==> config.mk <==
export PLATFORM = sky130hd
export DESIGN_NAME = lift_position_drive_controller
export DESIGN_NICKNAME = d
export VERILOG_FILES = /design/src/hw/rtl/lpdc_pkg.sv /design/src/hw/rtl/lpdc_mul.sv /design/src/hw/rtl/lpdc_div.sv /design/src/hw/rtl/lift_position_drive_controller.sv
export SDC_FILE = /design/constraint.sdc
export NUM_CORES = 1
export LEC_CHECK = 0
export CORE_UTILIZATION = 65
export CTS_BUF_LIST = sky130_fd_sc_hd__clkbuf_8 sky130_fd_sc_hd__clkbuf_16
export DETAILED_ROUTE_END_ITERATION = 16
export DONT_BUFFER_PORTS = 1
export PLACE_DENSITY_LB_ADDON = 0.08
export SETUP_SLACK_MARGIN = 0.3
export SLEW_MARGIN = 20
export SYNTH_ARGS = -nofsm -noshare
export SYNTH_HDL_FRONTEND = slang
export SYNTH_SLANG_ARGS = --single-unit
==> constraint.sdc <==
create_clock -name clk -period 5.2 [get_ports clk]
set_input_delay 0 -clock clk [delete_from_list [all_inputs] [get_ports clk]]
set_output_delay 0 -clock clk [all_outputs]
set_load 0.005 [all_outputs]
==> src/hw/rtl/lpdc_pkg.sv <==
// ----------------------------------------------------------------------------
// lpdc_pkg
// shared types and constants of the lift position drive controller
// ----------------------------------------------------------------------------
package lpdc_pkg;

	// register indexes on the configuration port
	localparam logic [2:0] REG_SEEK_MODE  = 3'd0;
	localparam logic [2:0] REG_TARGET     = 3'd1;
	localparam logic [2:0] REG_MOVE_GAIN  = 3'd2;
	localparam logic [2:0] REG_HOLD_TOL   = 3'd3;
	localparam logic [2:0] REG_SPEED_LIM  = 3'd4;

	// seek modes
	localparam logic [1:0] MODE_TARGET = 2'd0;
	localparam logic [1:0] MODE_BOTTOM = 2'd1;
	localparam logic [1:0] MODE_TOP    = 2'd2;

	// reset values of the registers
	localparam logic [15:0] GAIN_RESET      = 16'd6991;
	localparam logic [15:0] TOL_RESET       = 16'd60;
	localparam logic [15:0] SPEED_LIM_RESET = 16'd2880;

	localparam logic [14:0] FULL_SCALE = 15'h7fff;

	// serial multiplier shape: multiplicand a, multiplier b
	localparam int MUL_A_W = 24;
	localparam int MUL_B_W = 16;
	localparam int MUL_P_W = MUL_A_W + MUL_B_W;

	// serial divider shape
	localparam int DIV_N_W = 31;
	localparam int DIV_D_W = 16;
	localparam int DIV_Q_W = 15;

	typedef struct packed {
		logic busy;
		logic last;
	} unit_stat_t;

	typedef enum logic [3:0] {
		ST_IDLE,
		ST_POS,
		ST_ERR,
		ST_ABS,
		ST_MGO,
		ST_MUL1,
		ST_MAG,
		ST_M2GO,
		ST_MUL2,
		ST_DGO,
		ST_DIV,
		ST_DONE
	} state_t;

endpackage

==> src/hw/rtl/lpdc_mul.sv <==
// ----------------------------------------------------------------------------
// lpdc_mul
// shift-add multiplier, one multiplier bit per cycle
// ----------------------------------------------------------------------------
module lpdc_mul (
	input  logic                          clk,
	input  logic                          arst_n,
	input  logic                          start,
	input  logic [lpdc_pkg::MUL_A_W-1:0]  mcand,
	input  logic [lpdc_pkg::MUL_B_W-1:0]  mplier,
	output logic [lpdc_pkg::MUL_P_W-1:0]  prod,
	output lpdc_pkg::unit_stat_t          stat
);

	localparam int CNT_W = $clog2(lpdc_pkg::MUL_B_W);

	logic [lpdc_pkg::MUL_P_W-1:0] acc_q;
	logic [lpdc_pkg::MUL_A_W-1:0] mcand_q;
	logic [CNT_W-1:0]             cnt_q;
	logic                         busy_q;
	logic [lpdc_pkg::MUL_A_W:0]   sum;

	// partial product added into the upper half, multiplier shifts out below
	assign sum = {1'b0, acc_q[lpdc_pkg::MUL_P_W-1:lpdc_pkg::MUL_B_W]}
		+ (acc_q[0] ? {1'b0, mcand_q} : '0);

	always_ff @(posedge clk or negedge arst_n) begin
		if (!arst_n) begin
			busy_q <= 1'b0;
			cnt_q  <= '0;
		end else if (start) begin
			busy_q <= 1'b1;
			cnt_q  <= CNT_W'(lpdc_pkg::MUL_B_W - 1);
		end else if (busy_q) begin
			cnt_q <= cnt_q - 1'b1;
			if (cnt_q == '0) begin
				busy_q <= 1'b0;
			end
		end
	end

	always_ff @(posedge clk) begin
		if (start) begin
			acc_q   <= {{lpdc_pkg::MUL_A_W{1'b0}}, mplier};
			mcand_q <= mcand;
		end else if (busy_q) begin
			acc_q <= {sum, acc_q[lpdc_pkg::MUL_B_W-1:1]};
		end
	end

	assign prod      = acc_q;
	assign stat.busy = busy_q;
	assign stat.last = busy_q && (cnt_q == '0);

endmodule

==> src/hw/rtl/lpdc_div.sv <==
// ----------------------------------------------------------------------------
// lpdc_div
// restoring divider, one quotient bit per cycle
// ----------------------------------------------------------------------------
module lpdc_div (
	input  logic                          clk,
	input  logic                          arst_n,
	input  logic                          start,
	input  logic [lpdc_pkg::DIV_N_W-1:0]  dividend,
	input  logic [lpdc_pkg::DIV_D_W-1:0]  divisor,
	output logic [lpdc_pkg::DIV_Q_W-1:0]  quo,
	output lpdc_pkg::unit_stat_t          stat
);

	localparam int CNT_W = $clog2(lpdc_pkg::DIV_N_W);

	logic [lpdc_pkg::DIV_N_W-1:0] dvd_q;
	logic [lpdc_pkg::DIV_D_W-1:0] rem_q;
	logic [CNT_W-1:0]             cnt_q;
	logic                         busy_q;
	logic [lpdc_pkg::DIV_D_W:0]   trial;
	logic [lpdc_pkg::DIV_D_W:0]   diff;
	logic                         ge;

	// bring down the next dividend bit and try the subtract
	assign trial = {rem_q, dvd_q[lpdc_pkg::DIV_N_W-1]};
	assign ge    = trial >= {1'b0, divisor};
	assign diff  = trial - {1'b0, divisor};

	always_ff @(posedge clk or negedge arst_n) begin
		if (!arst_n) begin
			busy_q <= 1'b0;
			cnt_q  <= '0;
		end else if (start) begin
			busy_q <= 1'b1;
			cnt_q  <= CNT_W'(lpdc_pkg::DIV_N_W - 1);
		end else if (busy_q) begin
			cnt_q <= cnt_q - 1'b1;
			if (cnt_q == '0) begin
				busy_q <= 1'b0;
			end
		end
	end

	always_ff @(posedge clk) begin
		if (start) begin
			dvd_q <= dividend;
			rem_q <= '0;
		end else if (busy_q) begin
			rem_q <= ge ? diff[lpdc_pkg::DIV_D_W-1:0] : trial[lpdc_pkg::DIV_D_W-1:0];
			dvd_q <= {dvd_q[lpdc_pkg::DIV_N_W-2:0], ge};
		end
	end

	// quotient bits fill the dividend register from the bottom
	assign quo       = dvd_q[lpdc_pkg::DIV_Q_W-1:0];
	assign stat.busy = busy_q;
	assign stat.last = busy_q && (cnt_q == '0);

endmodule

==> src/hw/rtl/lift_position_drive_controller.sv <==
// ----------------------------------------------------------------------------
// lift_position_drive_controller
// per-tick lift position loop: encoder count and rate in, q15 motor drive out
// ----------------------------------------------------------------------------
// One request per control tick carries the raw encoder count and rate; one
// result comes back with the q15 drive, the position used, and the hold and
// zeroing flags. The block works on one request at a time. After acceptance it
// forms the position, the error and its absolute value; in target mode the
// shared shift-add multiplier then forms gain times error, while bottom and
// top mode take full scale. When overspeed derating applies, the same
// multiplier forms the magnitude times the derating factor and the restoring
// divider divides it by the overspeed band. The block is ready for the next
// request in the cycle after the result is loaded.
// The output register holds a finished result while the next request is taken.
// Write the configuration registers through cfg_wr_en / cfg_index /
// cfg_wdata only while no request is in progress; the block itself does not
// enforce this. Writing the seek mode clears the hold count.
// ----------------------------------------------------------------------------
module lift_position_drive_controller #(
	parameter int HOLD_LIMIT     = 100,
	parameter int STILL_LIMIT    = 50,
	parameter int OVERSPEED_BAND = 1200
) (
	input  logic               clk,
	input  logic               arst_n,

	// configuration write port
	input  logic               cfg_wr_en,
	input  logic [2:0]         cfg_index,
	input  logic [31:0]        cfg_wdata,

	// request channel
	input  logic               in_valid,
	output logic               in_ready,
	input  logic signed [31:0] encoder_count,
	input  logic signed [16:0] encoder_rate,

	// result channel
	output logic               out_valid,
	input  logic               out_ready,
	output logic signed [15:0] motor_power,
	output logic               hold_timed_out,
	output logic               zero_taken,
	output logic signed [31:0] lift_position
);

	localparam logic [6:0]  HOLD_LIM  = 7'(HOLD_LIMIT);
	localparam logic [5:0]  STILL_LIM = 6'(STILL_LIMIT);
	localparam logic [15:0] BAND      = 16'(OVERSPEED_BAND);

	// configuration registers
	logic [1:0]         seek_mode_q;
	logic signed [31:0] target_q;
	logic [15:0]        move_gain_q;
	logic [15:0]        hold_tol_q;
	logic [15:0]        speed_lim_q;

	// tick state
	logic [6:0]         hold_cnt_q;
	logic [5:0]         still_cnt_q;
	logic signed [31:0] zero_off_q;

	// sequencer and working registers
	lpdc_pkg::state_t   state_q, state_d;
	logic signed [31:0] count_q;
	logic signed [16:0] rate_q;
	logic signed [31:0] pos_q;
	logic signed [33:0] err_q;
	logic [23:0]        aerr_q;
	logic               hold_in_q;
	logic               neg_q;
	logic               cut_q;
	logic               derate_q;
	logic [15:0]        factor_q;
	logic [14:0]        mag_q;

	// output register
	logic               out_valid_q;
	logic signed [15:0] power_q;
	logic               timed_out_q;
	logic               taken_q;
	logic signed [31:0] pos_out_q;

	// serial units
	logic                          mul_start;
	logic [lpdc_pkg::MUL_A_W-1:0]  mul_a;
	logic [lpdc_pkg::MUL_B_W-1:0]  mul_b;
	logic [lpdc_pkg::MUL_P_W-1:0]  mul_p;
	lpdc_pkg::unit_stat_t          mul_stat;
	logic                          div_start;
	logic [lpdc_pkg::DIV_Q_W-1:0]  div_q;
	lpdc_pkg::unit_stat_t          div_stat;

	// combinational helpers
	logic               seek_full;
	logic               load_out;
	logic signed [32:0] pos_diff;
	logic signed [31:0] pos_sat;
	logic signed [33:0] err_d;
	logic [33:0]        aerr_full;
	logic [16:0]        arate;
	logic signed [17:0] os;
	logic [6:0]         hold_next;
	logic [5:0]         still_next;
	logic               timed_out;
	logic               calib;
	logic [14:0]        mag_fin;
	logic signed [15:0] power_d;

	// bottom and top modes drive full scale; the unused code acts as target mode
	assign seek_full = (seek_mode_q == lpdc_pkg::MODE_BOTTOM) ||
		(seek_mode_q == lpdc_pkg::MODE_TOP);

	// position = count - offset, saturated to 32 bits
	assign pos_diff = {count_q[31], count_q} - {zero_off_q[31], zero_off_q};
	always_comb begin
		if (pos_diff[32] != pos_diff[31]) begin
			pos_sat = pos_diff[32] ? 32'sh8000_0000 : 32'sh7fff_ffff;
		end else begin
			pos_sat = pos_diff[31:0];
		end
	end

	// error is exact in 34 bits
	assign err_d     = {{2{target_q[31]}}, target_q} - {{2{pos_q[31]}}, pos_q};
	assign aerr_full = err_q[33] ? 34'(-err_q) : 34'(err_q);

	// overspeed = |rate| - limit
	assign arate = rate_q[16] ? 17'(~rate_q + 17'sd1) : 17'(rate_q);
	assign os    = $signed({1'b0, arate}) - $signed({2'b0, speed_lim_q});

	// ---------------- sequencer ----------------
	always_ff @(posedge clk or negedge arst_n) begin
		if (!arst_n) begin
			state_q <= lpdc_pkg::ST_IDLE;
		end else begin
			state_q <= state_d;
		end
	end

	always_comb begin
		state_d   = state_q;
		in_ready  = 1'b0;
		mul_start = 1'b0;
		div_start = 1'b0;
		load_out  = 1'b0;
		unique case (state_q)
			lpdc_pkg::ST_IDLE: begin
				in_ready = 1'b1;
				if (in_valid) begin
					state_d = lpdc_pkg::ST_POS;
				end
			end
			lpdc_pkg::ST_POS: state_d = lpdc_pkg::ST_ERR;
			lpdc_pkg::ST_ERR: state_d = lpdc_pkg::ST_ABS;
			lpdc_pkg::ST_ABS: begin
				state_d = seek_full ? lpdc_pkg::ST_MAG : lpdc_pkg::ST_MGO;
			end
			lpdc_pkg::ST_MGO: begin
				mul_start = 1'b1;
				state_d   = lpdc_pkg::ST_MUL1;
			end
			lpdc_pkg::ST_MUL1: begin
				if (mul_stat.last) begin
					state_d = lpdc_pkg::ST_MAG;
				end
			end
			lpdc_pkg::ST_MAG: begin
				// derating only in the band above the speed limit
				state_d = (derate_q && !cut_q) ? lpdc_pkg::ST_M2GO : lpdc_pkg::ST_DONE;
			end
			lpdc_pkg::ST_M2GO: begin
				mul_start = 1'b1;
				state_d   = lpdc_pkg::ST_MUL2;
			end
			lpdc_pkg::ST_MUL2: begin
				if (mul_stat.last) begin
					state_d = lpdc_pkg::ST_DGO;
				end
			end
			lpdc_pkg::ST_DGO: begin
				div_start = 1'b1;
				state_d   = lpdc_pkg::ST_DIV;
			end
			lpdc_pkg::ST_DIV: begin
				if (div_stat.last) begin
					state_d = lpdc_pkg::ST_DONE;
				end
			end
			lpdc_pkg::ST_DONE: begin
				// wait for the output register to free up
				if (!out_valid_q || out_ready) begin
					load_out = 1'b1;
					state_d  = lpdc_pkg::ST_IDLE;
				end
			end
			default: state_d = lpdc_pkg::ST_IDLE;
		endcase
	end

	// ---------------- serial units ----------------
	// first product: clipped |error| times gain; second: magnitude times factor
	assign mul_a = (state_q == lpdc_pkg::ST_M2GO) ? {9'b0, mag_q} : aerr_q;
	assign mul_b = (state_q == lpdc_pkg::ST_M2GO) ? factor_q : move_gain_q;

	lpdc_mul u_mul (
		.clk    (clk),
		.arst_n (arst_n),
		.start  (mul_start),
		.mcand  (mul_a),
		.mplier (mul_b),
		.prod   (mul_p),
		.stat   (mul_stat)
	);

	lpdc_div u_div (
		.clk      (clk),
		.arst_n   (arst_n),
		.start    (div_start),
		.dividend (mul_p[lpdc_pkg::DIV_N_W-1:0]),
		.divisor  (BAND),
		.quo      (div_q),
		.stat     (div_stat)
	);

	// ---------------- datapath ----------------
	always_ff @(posedge clk) begin
		if (in_valid && in_ready) begin
			count_q <= encoder_count;
			rate_q  <= encoder_rate;
		end
		if (state_q == lpdc_pkg::ST_POS) begin
			pos_q <= pos_sat;
		end
		if (state_q == lpdc_pkg::ST_ERR) begin
			err_q    <= err_d;
			cut_q    <= os > $signed({2'b0, BAND});
			derate_q <= os > 18'sd0;
			factor_q <= BAND - os[15:0];
		end
		if (state_q == lpdc_pkg::ST_ABS) begin
			// any error of 2^23 or more saturates the drive for a nonzero gain
			aerr_q    <= (|aerr_full[33:23]) ? 24'h80_0000 : aerr_full[23:0];
			hold_in_q <= (aerr_full[33:16] == '0) && (aerr_full[15:0] < hold_tol_q);
			neg_q     <= seek_full ? (seek_mode_q == lpdc_pkg::MODE_BOTTOM) : err_q[33];
		end
		if (state_q == lpdc_pkg::ST_MAG) begin
			if (seek_full) begin
				mag_q <= lpdc_pkg::FULL_SCALE;
			end else begin
				// product >> 8, clamped to full scale
				mag_q <= (|mul_p[39:23]) ? lpdc_pkg::FULL_SCALE : mul_p[22:8];
			end
		end
	end

	// ---------------- end of tick ----------------
	always_comb begin
		if (seek_full || !hold_in_q) begin
			hold_next = '0;
		end else begin
			hold_next = (hold_cnt_q == 7'h7f) ? hold_cnt_q : hold_cnt_q + 7'd1;
		end
		if (rate_q == '0) begin
			still_next = (still_cnt_q == 6'h3f) ? still_cnt_q : still_cnt_q + 6'd1;
		end else begin
			still_next = '0;
		end
		timed_out = hold_next >= HOLD_LIM;
		calib     = (seek_mode_q == lpdc_pkg::MODE_BOTTOM) && (still_next >= STILL_LIM);
		if (cut_q) begin
			mag_fin = '0;
		end else if (derate_q) begin
			mag_fin = div_q;
		end else begin
			mag_fin = mag_q;
		end
		if (timed_out) begin
			power_d = '0;
		end else if (neg_q) begin
			power_d = -$signed({1'b0, mag_fin});
		end else begin
			power_d = $signed({1'b0, mag_fin});
		end
	end

	// configuration registers and tick state
	always_ff @(posedge clk or negedge arst_n) begin
		if (!arst_n) begin
			seek_mode_q <= lpdc_pkg::MODE_TARGET;
			target_q    <= '0;
			move_gain_q <= lpdc_pkg::GAIN_RESET;
			hold_tol_q  <= lpdc_pkg::TOL_RESET;
			speed_lim_q <= lpdc_pkg::SPEED_LIM_RESET;
			hold_cnt_q  <= '0;
			still_cnt_q <= '0;
			zero_off_q  <= '0;
		end else begin
			if (cfg_wr_en) begin
				unique case (cfg_index)
					lpdc_pkg::REG_SEEK_MODE: begin
						seek_mode_q <= cfg_wdata[1:0];
						hold_cnt_q  <= '0;
					end
					lpdc_pkg::REG_TARGET:    target_q    <= cfg_wdata;
					lpdc_pkg::REG_MOVE_GAIN: move_gain_q <= cfg_wdata[15:0];
					lpdc_pkg::REG_HOLD_TOL:  hold_tol_q  <= cfg_wdata[15:0];
					lpdc_pkg::REG_SPEED_LIM: speed_lim_q <= cfg_wdata[15:0];
					default: ;
				endcase
			end
			if (load_out) begin
				hold_cnt_q  <= hold_next;
				still_cnt_q <= still_next;
				// calibration: in bottom mode, offset follows the count once the still count reaches STILL_LIMIT
				if (calib) begin
					zero_off_q <= count_q;
				end
			end
		end
	end

	// output register
	always_ff @(posedge clk or negedge arst_n) begin
		if (!arst_n) begin
			out_valid_q <= 1'b0;
		end else if (load_out) begin
			out_valid_q <= 1'b1;
		end else if (out_ready) begin
			out_valid_q <= 1'b0;
		end
	end

	always_ff @(posedge clk) begin
		if (load_out) begin
			power_q     <= power_d;
			timed_out_q <= timed_out;
			taken_q     <= calib && (still_next == STILL_LIM);
			pos_out_q   <= pos_q;
		end
	end

	assign out_valid      = out_valid_q;
	assign motor_power    = power_q;
	assign hold_timed_out = timed_out_q;
	assign zero_taken     = taken_q;
	assign lift_position  = pos_out_q;

	// ---------------- assertions ----------------
	// a timed-out hold always gives zero drive
	a_hold_zero: assert property (@(posedge clk) disable iff (!arst_n)
		out_valid && hold_timed_out |-> motor_power == 16'sd0)
		else $error("hold timeout with nonzero drive");

	// drive never reaches the most negative code
	a_power_range: assert property (@(posedge clk) disable iff (!arst_n)
		out_valid |-> motor_power != 16'sh8000)
		else $error("drive outside full scale");

	// the multiplier only runs while the sequencer waits on it
	a_mul_owner: assert property (@(posedge clk) disable iff (!arst_n)
		mul_stat.busy |-> (state_q == lpdc_pkg::ST_MUL1 || state_q == lpdc_pkg::ST_MUL2))
		else $error("multiplier busy outside its states");

	// the divider only runs in its own state
	a_div_owner: assert property (@(posedge clk) disable iff (!arst_n)
		div_stat.busy |-> state_q == lpdc_pkg::ST_DIV)
		else $error("divider busy outside its state");

endmodule
=== After elaboration in Yosys (flattened, before gate mapping) ===
Cells that the tools add are included.
W data, S select, Z words.

* Register bits: 478
* Input port bits: 89
* Output and inout port bits: 52
* Word-level logic and storage cells: 167

* $add $sub $neg: 13
* $lt $le $gt $ge: 6
* Eq/ne operators: 26
* Multiplexer cells: 48
* Bitwise operators: 2
* Reduce and logical (&&, ||, !) cells: 36

{| class="wikitable"
|+ Operators by type and width
! operator !! number
|-
| $sub A32 B32 Y33 || 2
|-
| $mux W16 || 4
|-
| $mux W32 || 2
|-
| $mux W31 || 2
|-
| $mux W15 || 4
|-
| $pmux W4 S12 || 1
|-
| $mux W7 || 5
|-
| $mux W34 || 1
|-
| $neg A34 Y34 || 1
|-
| $mux W4 || 8
|-
| $add A24 B24 Y25 || 1
|-
| $mux W24 || 1
|-
| $gt A18 B1 Y1 const B || 1
|-
| $gt A18 B12 Y1 const B || 1
|-
| $logic_not A18 Y1 || 1
|-
| $reduce_or A18 Y1 || 1
|-
| $sub A17 B16 Y18 || 1
|-
| $add A17 B2 Y17 const B || 1
|-
| $ge A17 B11 Y1 const B || 1
|-
| $logic_not A17 Y1 || 1
|-
| $mux W17 || 1
|-
| $not A17 Y17 || 1
|-
| $eq A4 B3 Y1 const B || 4
|-
| $eq A4 B4 Y1 const B || 4
|-
| other kinds (37) || 81
|}

=== Depth between registers and ports, before layout ===
Gate-level depths: netlist (run 1).

* Depth in word-level cells: 6
* Mapped depth: 16
* Depth with buffers taken out: 16

=== By module ===
A second synthesis (run 1) with hierarchy kept.

* Cells, all modules: 2,493
* Area, all modules: 27,104.7 um^2

{| class="wikitable"
|+ By module, submodules not included
! module !! times used !! cells an instance !! area each (um^2) !! sequential area each (um^2)
|-
| lift_position_drive_controller || 1 || 1,773 || 19,688.9 || 10,020.9
|-
| lpdc_mul || 1 || 373 || 3,957.5 || 1,806.7
|-
| lpdc_div || 1 || 347 || 3,458.3 || 1,401.3
|}

=== Least setup slack after synthesis (run 1) ===
Ideal clock, no wire load.

* Path kind: reg2reg
* From: reg state_q[0]
* To: reg cut_q, enable pin
* Library setup time: 0.523 ns
* Data arrival time: 4.226 ns
* Required time: 4.677 ns
* Setup slack: 0.452 ns
* Cell stages (with the launch flop): 4
* Buffers on the path: 1
* Period minus slack after synthesis: 4.748 ns
* Cells stage by stage: dfrtp_1 -> clkbuf_1 -> nand2b_1 -> nor3_1

* Longest elaborated chain between the ends: 1

{| class="wikitable"
|+ Ends and longest elaborated chain
! element !! line !! source
|-
| start: declaration || lift_position_drive_controller.sv:64 || <nowiki>lpdc_pkg::state_t state_q, state_d;</nowiki>
|-
| start signal: assignment || lift_position_drive_controller.sv:135 || <nowiki>state_q <= lpdc_pkg::ST_IDLE;</nowiki>
|-
| start signal: assignment || lift_position_drive_controller.sv:137 || <nowiki>state_q <= state_d;</nowiki>
|-
| $eq A4 B2 Y1 || lift_position_drive_controller.sv:235 || <nowiki>if (state_q == lpdc_pkg::ST_ERR) begin</nowiki>
|-
| end signal: assignment || lift_position_drive_controller.sv:237 || <nowiki>cut_q <= os > $signed({2'b0, BAND});</nowiki>
|-
| end: declaration || lift_position_drive_controller.sv:72 || <nowiki>logic cut_q;</nowiki>
|}

Every way passes these cells.
A chain may end at the register's enable or synchronous reset.

=== Worst setup path after layout (run 1) ===
* From: reg rate_q[3]
* To: reg derate_q (data pin)

* Longest elaborated chain between the ends: 5

{| class="wikitable"
|+ Ends and longest elaborated chain
! element !! line !! source
|-
| start: declaration || lift_position_drive_controller.sv:66 || <nowiki>logic signed [16:0] rate_q;</nowiki>
|-
| start signal: assignment || lift_position_drive_controller.sv:230 || <nowiki>rate_q <= encoder_rate;</nowiki>
|-
| $not A17 Y17 || lift_position_drive_controller.sv:129 || <nowiki>assign arate = rate_q[16] ? 17'(~rate_q + 17'sd1) : 17'(rate_q);</nowiki>
|-
| $add A17 B2 Y17 || lift_position_drive_controller.sv:129 ||
|-
| $mux W17 (*) || lift_position_drive_controller.sv:129 ||
|-
| $sub A17 B16 Y18 (*) || lift_position_drive_controller.sv:130 || <nowiki>assign os = $signed({1'b0, arate}) - $signed({2'b0, speed_lim_q});</nowiki>
|-
| $gt A18 B1 Y1 (*) || lift_position_drive_controller.sv:238 || <nowiki>derate_q <= os > 18'sd0;</nowiki>
|-
| end signal: assignment || lift_position_drive_controller.sv:238 ||
|-
| end: declaration || lift_position_drive_controller.sv:73 || <nowiki>logic derate_q;</nowiki>
|}

Every way passes the cells marked *; elsewhere a longest branch is shown, timed or not.

==> metrics.txt, run 1 <==
status completed; grt ovf 0; Leakage 11.92 nW; vias 18.42k; P&R area growth vs syn 11.96%; Util after Layout 74.60%; Die Ht 202.0 microns; clk buf depth 3; VDD IR max 324.7 uV; Post-Synthesis Cell Area 25990 sq um; Final Max Slew Viols 0; Hold Path Origin encoder_count[8]; EDFF count, synth 294; Final setup viols 0; vias per cell 5.971; Worst Hold End count_q[8]; total global routing track utilization 28.78%; placed cells 2899; cell accounting for the most synthesized area edfxtp_1; crit start category flip-flop; max frequency 249.3 MHz; crit path kind reg -> reg; worst slew pin tran 1.128 ns; Port-buffer cells 0; hold_ws 0.03524 ns; most frequent cells in the layout nand2_1, edfxtp_1, nor2_1, inv_1, o21ai_0; Reg-to-Reg End derate_q; Final Non-Filler Cells 3085; largest net degree at the start of global routing 144; # rows 72; Comb power frac 37.6%; Total Routed Length 58.24 mm; syn nets 2678; first-pass GRT wire length 93.86 mm; Synth Flop Type edfxtp_1; cell-internal power 10.26 mW; HPWL after DPL 40.51 mm; final setup margin 1.189 ns; Critical Path Max Stage Delay 0.46 ns; power density over the cells 551.8 nW/um^2; CP max stage cell o41ai_1; main area contributors after synthesis edfxtp_1, dfrtp_1, ha_1, nand2_1, xnor2_1; CTS tree built; die area 40790 sq um; sequential area share after synthesis 50.90%; 1st-iter DRT viols 1219; DRT Pass-1 Iters 5; Starting Density 66.63%; post-route clock period utilization 77.14%; Root Buffer clkbuf_16; cells after synthesis 2455; RSZ-0062 raised after global routing no; post-synthesis register bit count 477; # H-tree levels 2; Die Span X 202.0 microns; DRT antenna net count 0; syn avg cell area 10.59 sq um; residual DRC count 0; Yosys cell types 83; switching fraction of total power 36.09%; worst slack, placed 1.221 ns; Slew Limit Headroom 24.78%; GPL Wtd Cong 0.9031; post-layout min period 4.011 ns; DR WL/cell 18.88 microns; Flop pwr share 39.4%; flop-to-flop setup slack 1.19 ns; Setup TNS 0 ns; clock share of power 23.0%; NumNets Final 2747; hold depth 1; arrival time worst endpoint 4.33 ns; clk sinks 477; switching power 5.794 mW; crit-path cells nor3_1, nand2_1, o41ai_1, xnor2_1, ha_1, o21ai_0, nor2_1, o21a_1, a311o_1, mux2_2, nor3_1, nand2_1, nor2_1, a21oi_1; Yosys top cell area share 33.97%; clock latency on the worst-skew pair 0.59 ns; Worst Hold Class in -> reg; MaxCap Viol Count 0; commonest non-fill, non-tap cell in the layout nand2_1; Async SR Flop Fraction 29.98%; reg-to-reg critical path startpoint rate_q[3]; cell count of the worst reg-to-reg path 14; final hold viol count 0; Ports 141; core area 39010 sq um; crit-path max FO 9; Ys Warns 0; CTS Hold Bufs 91; number of global-route vias before repair 18.21k; fraction of layout cells with a size suffix above 1 10.13%; Final Skew 0.01555 ns; Setup Fix Bufs, Post-CTS 0; Worst-path clk slew 0.06 ns; Worst EP required 5.52 ns; Num CTS Buffers 50; initial antenna violation count 2; post_cts resized 0; CP Capture Type flip-flop
stage by stage:
step	power (mW)	instance area, sq um
finish	16.06	29100
global route	17.08	29100
CTS	16.04	29100
detailed placement	12.21	26440
global placement	11.96	26440
floorplan	10.80	25990
metal layers:
metal / wire [microns] / global-route usage, % / part of all wire [%]
met1: 24890 / 37.27 / 43
met2: 28170 / 49.14 / 48
met3: 3420 / 4.515 / 5.9
met4: 1768 / 10.23 / 3.0
met5: 0 / 0 / 0
worst max-delay path, delay by kind of cell, from the launching register on:
family	cells	cell delay (ns)
AND/OR/NAND/NOR	6	1.06
flip-flops	1	0.43
AO/OA/AOI/OAI	5	1.35
adder cells (fa/ha/maj)	1	0.43
XOR/XNOR	1	0.19
multiplexers	1	0.30
synth_stat cells, types with 35 or more instances:
master	number
a21o_1	44
a21oi_1	121
and2_1	44
clkbuf_1	81
dfrtp_1	126
dfxtp_1	40
edfxtp_1	294
ha_1	130
inv_1	142
mux2_2	72
mux2i_1	39
nand2_1	296
nand3_1	47
nor2_1	174
nor2b_1	35
o21ai_0	153
xnor2_1	96
xor2_1	69
flip-flops by register name, indices dropped and copies added (netlist names), 16 cells and up:
signal         flops
motor_power       16
target_q          32
rate_q            17
lift_position     32
count_q           32
u_mul.prod        40
u_div.dvd_q       31
hold_tol_q        16
err_q             33
u_mul.mcand_q     24
aerr_q            24
move_gain_q       16
speed_lim_q       16
pos_q             32
zero_off_q        32
u_div.rem_q       16
factor_q          16
kinds of logic after synthesis:
group           count (synthesis)  share of synthesized area [%]
simple gates                  787                          14.56
flops                         477                          50.90
mux                           140                          6.297
xor+xnor                      165                          5.560
compound gates                516                          12.59
buf+inv                       236                          3.533
fa+ha+maj                     134                          6.566
final cells by class:
class / count / area [sq um]
antenna: 1 / 2.502
clock buffer: 57 / 1393
clock inverter: 37 / 331.6
fill: 2660 / 9908
inverter: 143 / 536.8
multi-input combinational: 1742 / 11890
sequential: 477 / 13230
tap: 518 / 648.1
timing repair buffer: 110 / 1071
how the worst max path moves through the flow:
stage	from	slack (ns)	cells past startpoint	end
after global placement	rate_q[16]	1.33	12	factor_q[13]
after CTS	rate_q[16]	1.21	12	factor_q[13]
after floorplan	state_q[0]	0.45	3	cut_q
after global routing	rate_q[16]	0.91	12	factor_q[13]
final	rate_q[3]	1.19	14	derate_q
after detailed placement	rate_q[16]	1.22	12	factor_q[13]
power groups by stage:
stage	sequential (mW)	combinational [mW]	clock (mW)
final	6.32	6.04	3.69
after global routing	6.44	6.76	3.88
after CTS	6.31	6.00	3.73
after detailed placement	6.36	5.85	0
after global placement	6.32	5.64	0
after floorplan	6.04	4.76	0
Note: power is estimated with default switching activity, not from simulation.
==> run 2, diff against run 1 <==
--- a/config.mk
+++ b/config.mk
@@ -5,6 +5,7 @@
 export SDC_FILE = /design/constraint.sdc
 export NUM_CORES = 1
 export LEC_CHECK = 0
+export ABC_AREA = 1
 export CORE_UTILIZATION = 65
 export CTS_BUF_LIST = sky130_fd_sc_hd__clkbuf_8 sky130_fd_sc_hd__clkbuf_16
 export DETAILED_ROUTE_END_ITERATION = 16
==> constraint.sdc (replaced) <==
create_clock -name clk -period 3.83 [get_ports clk]
set_input_delay 0 -clock clk [delete_from_list [all_inputs] [get_ports clk]]
set_output_delay 0 -clock clk [all_outputs]
set_load 0.005 [all_outputs]
==> metrics.txt, run 2 <==
status finished with violations (was completed); violated checks negative hold slack; Die Span X 209.0 microns (was 202.0 microns); core area 42130 sq um (was 39010 sq um); first-pass GRT wire length 115.6 mm (was 93.86 mm); hold depth 2 (was 1); register area 13230 sq um (unchanged); Worst EP required 4.18 ns (was 5.52 ns); multi-input logic area 12190 sq um (was 11890 sq um); HPWL after DPL 52.67 mm (was 40.51 mm); Yosys cell types 54 (was 83); Leakage 14.60 nW (was 11.92 nW); cells after synthesis 3426 (was 2455); RSZ-0062 raised after global routing yes (was no); final hold viol count 14 (was 0); crit-path max FO 6 (was 9); Worst path most repeated cell nand2_1; die area 43670 sq um (was 40790 sq um); Final setup viols 0 (unchanged); # rows 75 (was 72); max reg flops 40 (unchanged); Ys Warns 0 (unchanged); Die Ht 209.0 microns (was 202.0 microns); DRT antenna net count 0 (unchanged); grt ovf 0 (unchanged); Starting Density 66.08% (was 66.63%); power density over the cells 713.5 nW/um^2 (was 551.8 nW/um^2); count leader, synth nand2_1 (unchanged); Async SR Flop Fraction 29.98% (unchanged); Total Routed Length 71.93 mm (was 58.24 mm); hold_ws -0.06547 ns (was 0.03524 ns); Post-Synthesis Cell Area 27840 sq um (was 25990 sq um); Slew Limit Headroom 26.79% (was 24.78%); GPL Wtd Cong 0.9669 (was 0.9031); cell count of the worst reg-to-reg path 21 (was 14); commonest non-fill, non-tap cell in the layout nand2_1 (unchanged); Final Max Slew Viols 0 (unchanged); vias per cell 5.614 (was 5.971); most frequent cells in the layout nand2_1, inv_1, nor2_1, edfxtp_1, o21ai_0 (was nand2_1, edfxtp_1, nor2_1, inv_1, o21ai_0); P&R area growth vs syn 11.53% (was 11.96%); main area contributors after synthesis edfxtp_1, nand2_1, dfrtp_1, inv_1, ha_1 (was edfxtp_1, dfrtp_1, ha_1, nand2_1, xnor2_1); crit-path cells inv_1, ha_1, nand2_2, nor2_2, nand2_1, nor2_1, a21oi_1, xor2_1, ha_4, nand2_1, inv_1, nand2_1, nand2_1, a21oi_1, nand3b_1, nand2_1, inv_1, nor3_1, nand2_1, nand2_1, nand2_1 (was nor3_1, nand2_1, o41ai_1, xnor2_1, ha_1, o21ai_0, nor2_1, o21a_1, a311o_1, mux2_2, nor3_1, nand2_1, nor2_1, a21oi_1); arrival time worst endpoint 3.65 ns (was 4.33 ns); NumNets Final 3747 (was 2747); clk buf depth 3 (unchanged); number of fillers in the final layout 3080 (was 2660); syn nets 3649 (was 2678); crit start category flip-flop (unchanged); number of global-route vias before repair 22.90k (was 18.21k); sequential area share after synthesis 47.51% (was 50.90%); Root Buffer clkbuf_16 (unchanged); post-route clock period utilization 86.24% (was 77.14%); DRT Pass-1 Iters 6 (was 5); DR WL/cell 17.52 microns (was 18.88 microns); initial antenna violation count 2 (unchanged); Ports 141 (unchanged); Final Skew 0.02251 ns (was 0.01555 ns); largest net degree at the start of global routing 144 (unchanged); crit path kind reg -> reg (unchanged); CP max stage cell edfxtp_1 (was o41ai_1); residual DRC count 0 (unchanged); post-synthesis register bit count 477 (unchanged); Num CTS Buffers 49 (was 50); fraction of layout cells with a size suffix above 1 6.648% (was 10.13%); post-layout min period 3.303 ns (was 4.011 ns); worst slack, placed 0.5803 ns (was 1.221 ns); Yosys top cell area share 31.71% (was 33.97%); Worst-path clk slew 0.06 ns (about the same); # H-tree levels 2 (unchanged); MaxCap Viol Count 0 (unchanged); max frequency 302.8 MHz (was 249.3 MHz); Util after Layout 73.70% (was 74.60%); clock latency on the worst-skew pair 0.60 ns (was 0.59 ns); syn avg cell area 8.127 sq um (was 10.59 sq um); vias 23.05k (was 18.42k); total power 22.16 mW (was 16.06 mW); Worst Hold Class in -> reg (unchanged); clk sinks 477 (unchanged); cell accounting for the most synthesized area edfxtp_1 (unchanged); CP Capture Type flip-flop (unchanged); EDFF count, synth 294 (unchanged); CTS tree built (unchanged); total global routing track utilization 33.57% (was 28.78%); worst slew pin tran 1.098 ns (was 1.128 ns); VDD IR max 459.1 uV (was 324.7 uV); most frequent cells after synthesis nand2_1, inv_1, nor2_1, edfxtp_1, o21ai_0 (was nand2_1, edfxtp_1, nor2_1, o21ai_0, inv_1); 1st-iter DRT viols 1981 (was 1219); Port-buffer cells 0 (unchanged); Critical Path Max Stage Delay 0.40 ns (was 0.46 ns); Setup TNS 0 ns (unchanged); Synth Flop Type edfxtp_1 (unchanged); final setup margin 0.5270 ns (was 1.189 ns)
## run 2: cell types whose count changed in the layout (fill, tap and decap cells not counted), sizes merged, moves of 39 or more
| cell | change |
|---|---|
| xnor2 | -71 |
| nor2 | +177 |
| mux2 | -85 |
| o21ai | +160 |
| inv | +419 |
| nand2 | +592 |
| mux2i | -39 |
| and2 | -41 |
| nand3 | +104 |
| a21oi | +43 |
## run 2: power breakdown
part | internal, mW | leakage, nW | total (mW) | switching [mW]
combinational | 2.94 | 9.06 | 8.86 | 5.93
clock | 2.94 | 0.855 | 5.01 | 2.06
sequential | 7.39 | 4.69 | 8.29 | 0.901
total | 13.3 | 14.6 | 22.2 | 8.89
## run 2: metrics by stage
stage / std cells / cell area (sq um) / hold slack (ns)
after floorplan: 3426 / 27850 / -0.2956
after global placement: 3916 / 28340 / -0.2932
after detailed placement: 3916 / 28340 / -0.2930
after CTS: 4102 / 31000 / 0.002732
after global routing: 4106 / 31050 / 0.01698
final: 4106 / 31050 / -0.06547
## run 2: layer usage
metal	part of all wire, %	global-route usage [%]
met5	0	0
met4	4.6	15.19
met3	6.7	4.989
met2	49	58.71
met1	40	41.09
## run 2: logic make-up (layout without fill, tap and decap cells)
logic type | after synthesis | in the layout | share of synthesized area [%]
and+or+nand+nor | 1491 | 1491 | 22.34
buffers and inverters | 635 | 774 | 8.938
DFF | 477 | 477 | 47.51
xor gates and xnor gates | 103 | 103 | 3.267
other | 0 | 2 | 0
muxes | 16 | 16 | 0.6471
adders and majority gates | 134 | 134 | 6.130
AOI/OAI and AO/OA | 570 | 570 | 11.16
## run 2: worst paths after layout
check,start,endpoint,slack (ns)
max,rate_q[0],factor_q[15],0.53
min,cfg_index[2],speed_lim_q[9],-0.07
max reg2reg,rate_q[0],factor_q[15],0.53
min reg2reg,pos_q[21],lift_position[21],0.46
max in group asynchronous,arst_n,seek_mode_q[0],3.10
min in group asynchronous,arst_n,zero_off_q[25],0.17
## run 2: final cells by class
class	instances	share of cell area [%]
antenna	2	0.01612
clock buffer	59	4.501
clock inverter	33	1.003
inverter	566	6.842
multi-input combinational	2314	39.25
sequential	477	42.60
tap	539	2.172
timing repair buffer	116	3.618
## run 2: timing repair
action,4_1_cts,5_1_grt
setup buffers,0,2
setup endpoints to repair,0,4
gates resized for setup,0,5
endpoints found under the hold margin,281,0
hold buffers,94,0
## run 2: critical path: cells and delay by family (launching register included)
family | cells | cell delay [ns]
AOI/OAI and AO/OA | 2 | 0.29
xor gates and xnor gates | 1 | 0.28
adders and majority gates | 2 | 0.47
buffers and inverters | 3 | 0.23
DFF | 1 | 0.40
and+or+nand+nor | 13 | 1.37
==> run 3, diff against run 2 <==
--- a/config.mk
+++ b/config.mk
@@ -6,11 +6,12 @@
 export NUM_CORES = 1
 export LEC_CHECK = 0
 export ABC_AREA = 1
-export CORE_UTILIZATION = 65
+export CORE_UTILIZATION = 59
 export CTS_BUF_LIST = sky130_fd_sc_hd__clkbuf_8 sky130_fd_sc_hd__clkbuf_16
 export DETAILED_ROUTE_END_ITERATION = 16
 export DONT_BUFFER_PORTS = 1
 export PLACE_DENSITY_LB_ADDON = 0.08
+export REMOVE_ABC_BUFFERS = 1
 export SETUP_SLACK_MARGIN = 0.3
 export SLEW_MARGIN = 20
 export SYNTH_ARGS = -nofsm -noshare
==> constraint.sdc (replaced) <==
create_clock -name clk -period 2.65 [get_ports clk]
set_input_delay 0 -clock clk [delete_from_list [all_inputs] [get_ports clk]]
set_output_delay 0 -clock clk [all_outputs]
set_load 0.005 [all_outputs]
==> metrics.txt, run 3 (synthesized netlist as in run 2, its figures left out) <==
Final Skew 0.02076 ns (was 0.02251 ns); crit-path cells inv_2, ha_4, buf_6, nor2_4, xor2_2, buf_4, ha_4, buf_6, nand2_1, nor2_1, nand2_1, nand3_2, nand2_1, nand2_4, nand2_1, nor2_1, nand3_1, nor2_1, nand3_2, nand2_2, inv_1 (was inv_1, ha_1, nand2_2, nor2_2, nand2_1, nor2_1, a21oi_1, xor2_1, ha_4, nand2_1, inv_1, nand2_1, nand2_1, a21oi_1, nand3b_1, nand2_1, inv_1, nor3_1, nand2_1, nand2_1, nand2_1); RSZ-0062 raised after global routing yes (unchanged); hold_ws -0.9188 ns (was -0.06547 ns); worst slew pin tran 0.6480 ns (was 1.098 ns); CP max stage cell edfxtp_1 (unchanged); Worst-path clk slew 0.07 ns (was 0.06 ns); residual DRC count 0 (unchanged); Area after DPL 29540 sq um (was 28340 sq um); power density over the cells 1023 nW/um^2 (was 713.5 nW/um^2); CP Capture Type flip-flop (unchanged); Num CTS Buffers 51 (was 49); arrival time worst endpoint 3.46 ns (was 3.65 ns); post-layout min period 3.092 ns (was 3.303 ns); max frequency 323.4 MHz (was 302.8 MHz); crit-path max FO 6 (unchanged); Critical Path Max Stage Delay 0.43 ns (was 0.40 ns); Port-buffer cells 0 (unchanged); # H-tree levels 2 (unchanged); vias per cell 5.656 (was 5.614); CTS Hold Bufs 99 (was 94); # rows 79 (was 75); VDD IR max 1024 uV (was 459.1 uV); number of fillers in the final layout 2886 (was 3080); crit path to derate_q (was factor_q[15]); clock latency on the worst-skew pair 0.61 ns (was 0.60 ns); clock share of power 18.6% (was 22.6%); Worst Hold Class in -> async (was in -> reg); initial antenna violation count 1 (was 2); vias 25.36k (was 23.05k); total power 37.75 mW (was 22.16 mW); first-pass GRT wire length 121.2 mm (was 115.6 mm); Ports 141 (unchanged); switching fraction of total power 41.48% (was 40.12%); fraction of layout cells with a size suffix above 1 27.15% (was 6.648%); DRT Pass-1 Iters 6 (unchanged); Worst path most repeated cell nand2_1 (unchanged); flop-to-flop setup slack -0.44 ns (was 0.53 ns); most frequent cells in the layout nand2_1, inv_1, edfxtp_1, nor2_1, buf_4 (was nand2_1, inv_1, nor2_1, edfxtp_1, o21ai_0); Starting Density 59.81% (was 66.08%); largest net degree at the start of global routing 144 (unchanged); cell-internal power 22.09 mW (was 13.27 mW); crit start category flip-flop (unchanged); DRT antenna net count 0 (unchanged); HPWL after DPL 52.99 mm (was 52.67 mm); Worst EP required 3.02 ns (was 4.18 ns); post-route clock period utilization 116.7% (was 86.24%); Slew Limit Headroom 56.80% (was 26.79%); reg-to-reg critical path startpoint rate_q[0] (unchanged); clk buf depth 3 (unchanged); final instance area 36890 sq um (was 31050 sq um); status finished with violations (unchanged); Reg-to-Reg End derate_q (was factor_q[15]); GPL Wtd Cong 0.9473 (was 0.9669); Final Max Slew Viols 0 (unchanged); Comb power frac 49.5% (was 40.0%); crit path kind reg -> reg (unchanged); Flop pwr share 31.9% (was 37.4%); max reg flops 40 (unchanged); DR WL/cell 18.88 microns (was 17.52 microns); MaxCap Viol Count 0 (unchanged); violated checks negative hold slack, negative setup slack (was negative hold slack); switching power 15.66 mW (was 8.889 mW); worst setup path startpoint rate_q[0] (unchanged); die area 48060 sq um (was 43670 sq um); final setup margin -0.4425 ns (was 0.5270 ns); cell count of the worst reg-to-reg path 21 (unchanged); clk sinks 477 (unchanged); grt ovf 0 (unchanged); Total Routed Length 84.66 mm (was 71.93 mm); CTS tree built (unchanged); Die Ht 219.2 microns (was 209.0 microns); Final setup viols 24 (was 0); core area 46560 sq um (was 42130 sq um); number of global-route vias before repair 23.86k (was 22.90k); Die Span X 219.2 microns (was 209.0 microns); NumNets Final 4055 (was 3747); final hold viol count 143 (was 14); commonest non-fill, non-tap cell in the layout nand2_1 (unchanged); Leakage 16.72 nW (was 14.60 nW); 1st-iter DRT viols 2237 (was 1981); P&R area growth vs syn 32.50% (was 11.53%); Root Buffer clkbuf_16 (unchanged); total global routing track utilization 32.19% (was 33.57%)
run 3: what timing repair did:
action	4_1_cts	5_1_grt
gates cloned	8	5
endpoints found under the setup margin	132	179
pin swaps	149	210
gates resized for setup	365	461
endpoints found under the hold margin	337	143
buffers inserted	82	72
run 3: worst min-delay path by stage:
| stage | slack [ns] | end | depth (start not counted) |
|---|---|---|---|
| after floorplan | -0.30 | hold_cnt_q[0] | 0 |
| after global placement | -0.29 | u_mul.cnt_q[2] | 0 |
| after detailed placement | -0.29 | u_mul.cnt_q[2] | 0 |
| after CTS | -0.95 | u_div.cnt_q[1] | 0 |
| after global routing | -0.95 | u_div.cnt_q[2] | 0 |
| final | -0.92 | u_div.busy_q | 0 |
run 3: area by class of cell:
class	instances	area, sq um	area share, %
inverter	566	2145	5.813
antenna	2	5.005	0.01357
clock inverter	38	269.0	0.7292
sequential	477	13230	35.86
timing repair buffer	419	3913	10.61
clock buffer	58	1384	3.751
tap	607	759.5	2.059
multi-input combinational	2317	15190	41.17
run 3: stage by stage:
step / instances / setup TNS [ns] / worst slack, ns / util (%)
global route: 4482 / -7.630 / -0.5701 / 79.23
global placement: 4120 / -3.760 / -0.5395 / 63.45
finish: 4484 / -4.965 / -0.4425 / 79.24
floorplan: 3357 / -175.74 / -1.845 / -
detailed placement: 4120 / -4.699 / -0.5144 / 63.45
CTS: 4405 / -2.291 / -0.3278 / 73.97
run 3: worst max-delay path: cells and delay by family, from the launching register on:
kind / cells / cell delay (ns)
and+or+nand+nor: 13 / 1.23
buffers and inverters: 5 / 0.52
adders and majority gates: 2 / 0.47
DFF: 1 / 0.43
xor gates and xnor gates: 1 / 0.18
run 3: power by group through the flow:
| stage | clock network [mW] | logic, mW | registers, mW |
|---|---|---|---|
| 2_1_floorplan | 0 | 9.22 | 11.7 |
| 3_3_place_gp | 0 | 13.2 | 11.9 |
| 3_5_place_dp | 0 | 13.5 | 12.0 |
| 4_1_cts | 7.03 | 15.6 | 11.9 |
| 5_1_grt | 7.35 | 20.4 | 12.2 |
| 6_report | 7.02 | 18.7 | 12.1 |
run 3: routing by layer:
metal | GRT usage [%] | vias to the layer above | share of wire, %
met3 | 4.629 | 253 | 6.5
li1 | - | 11980 | -
met4 | 12.48 | 2 | 4.2
met5 | 0 | - | 0.015
met1 | 39.63 | 12080 | 39
met2 | 56.81 | 1049 | 50
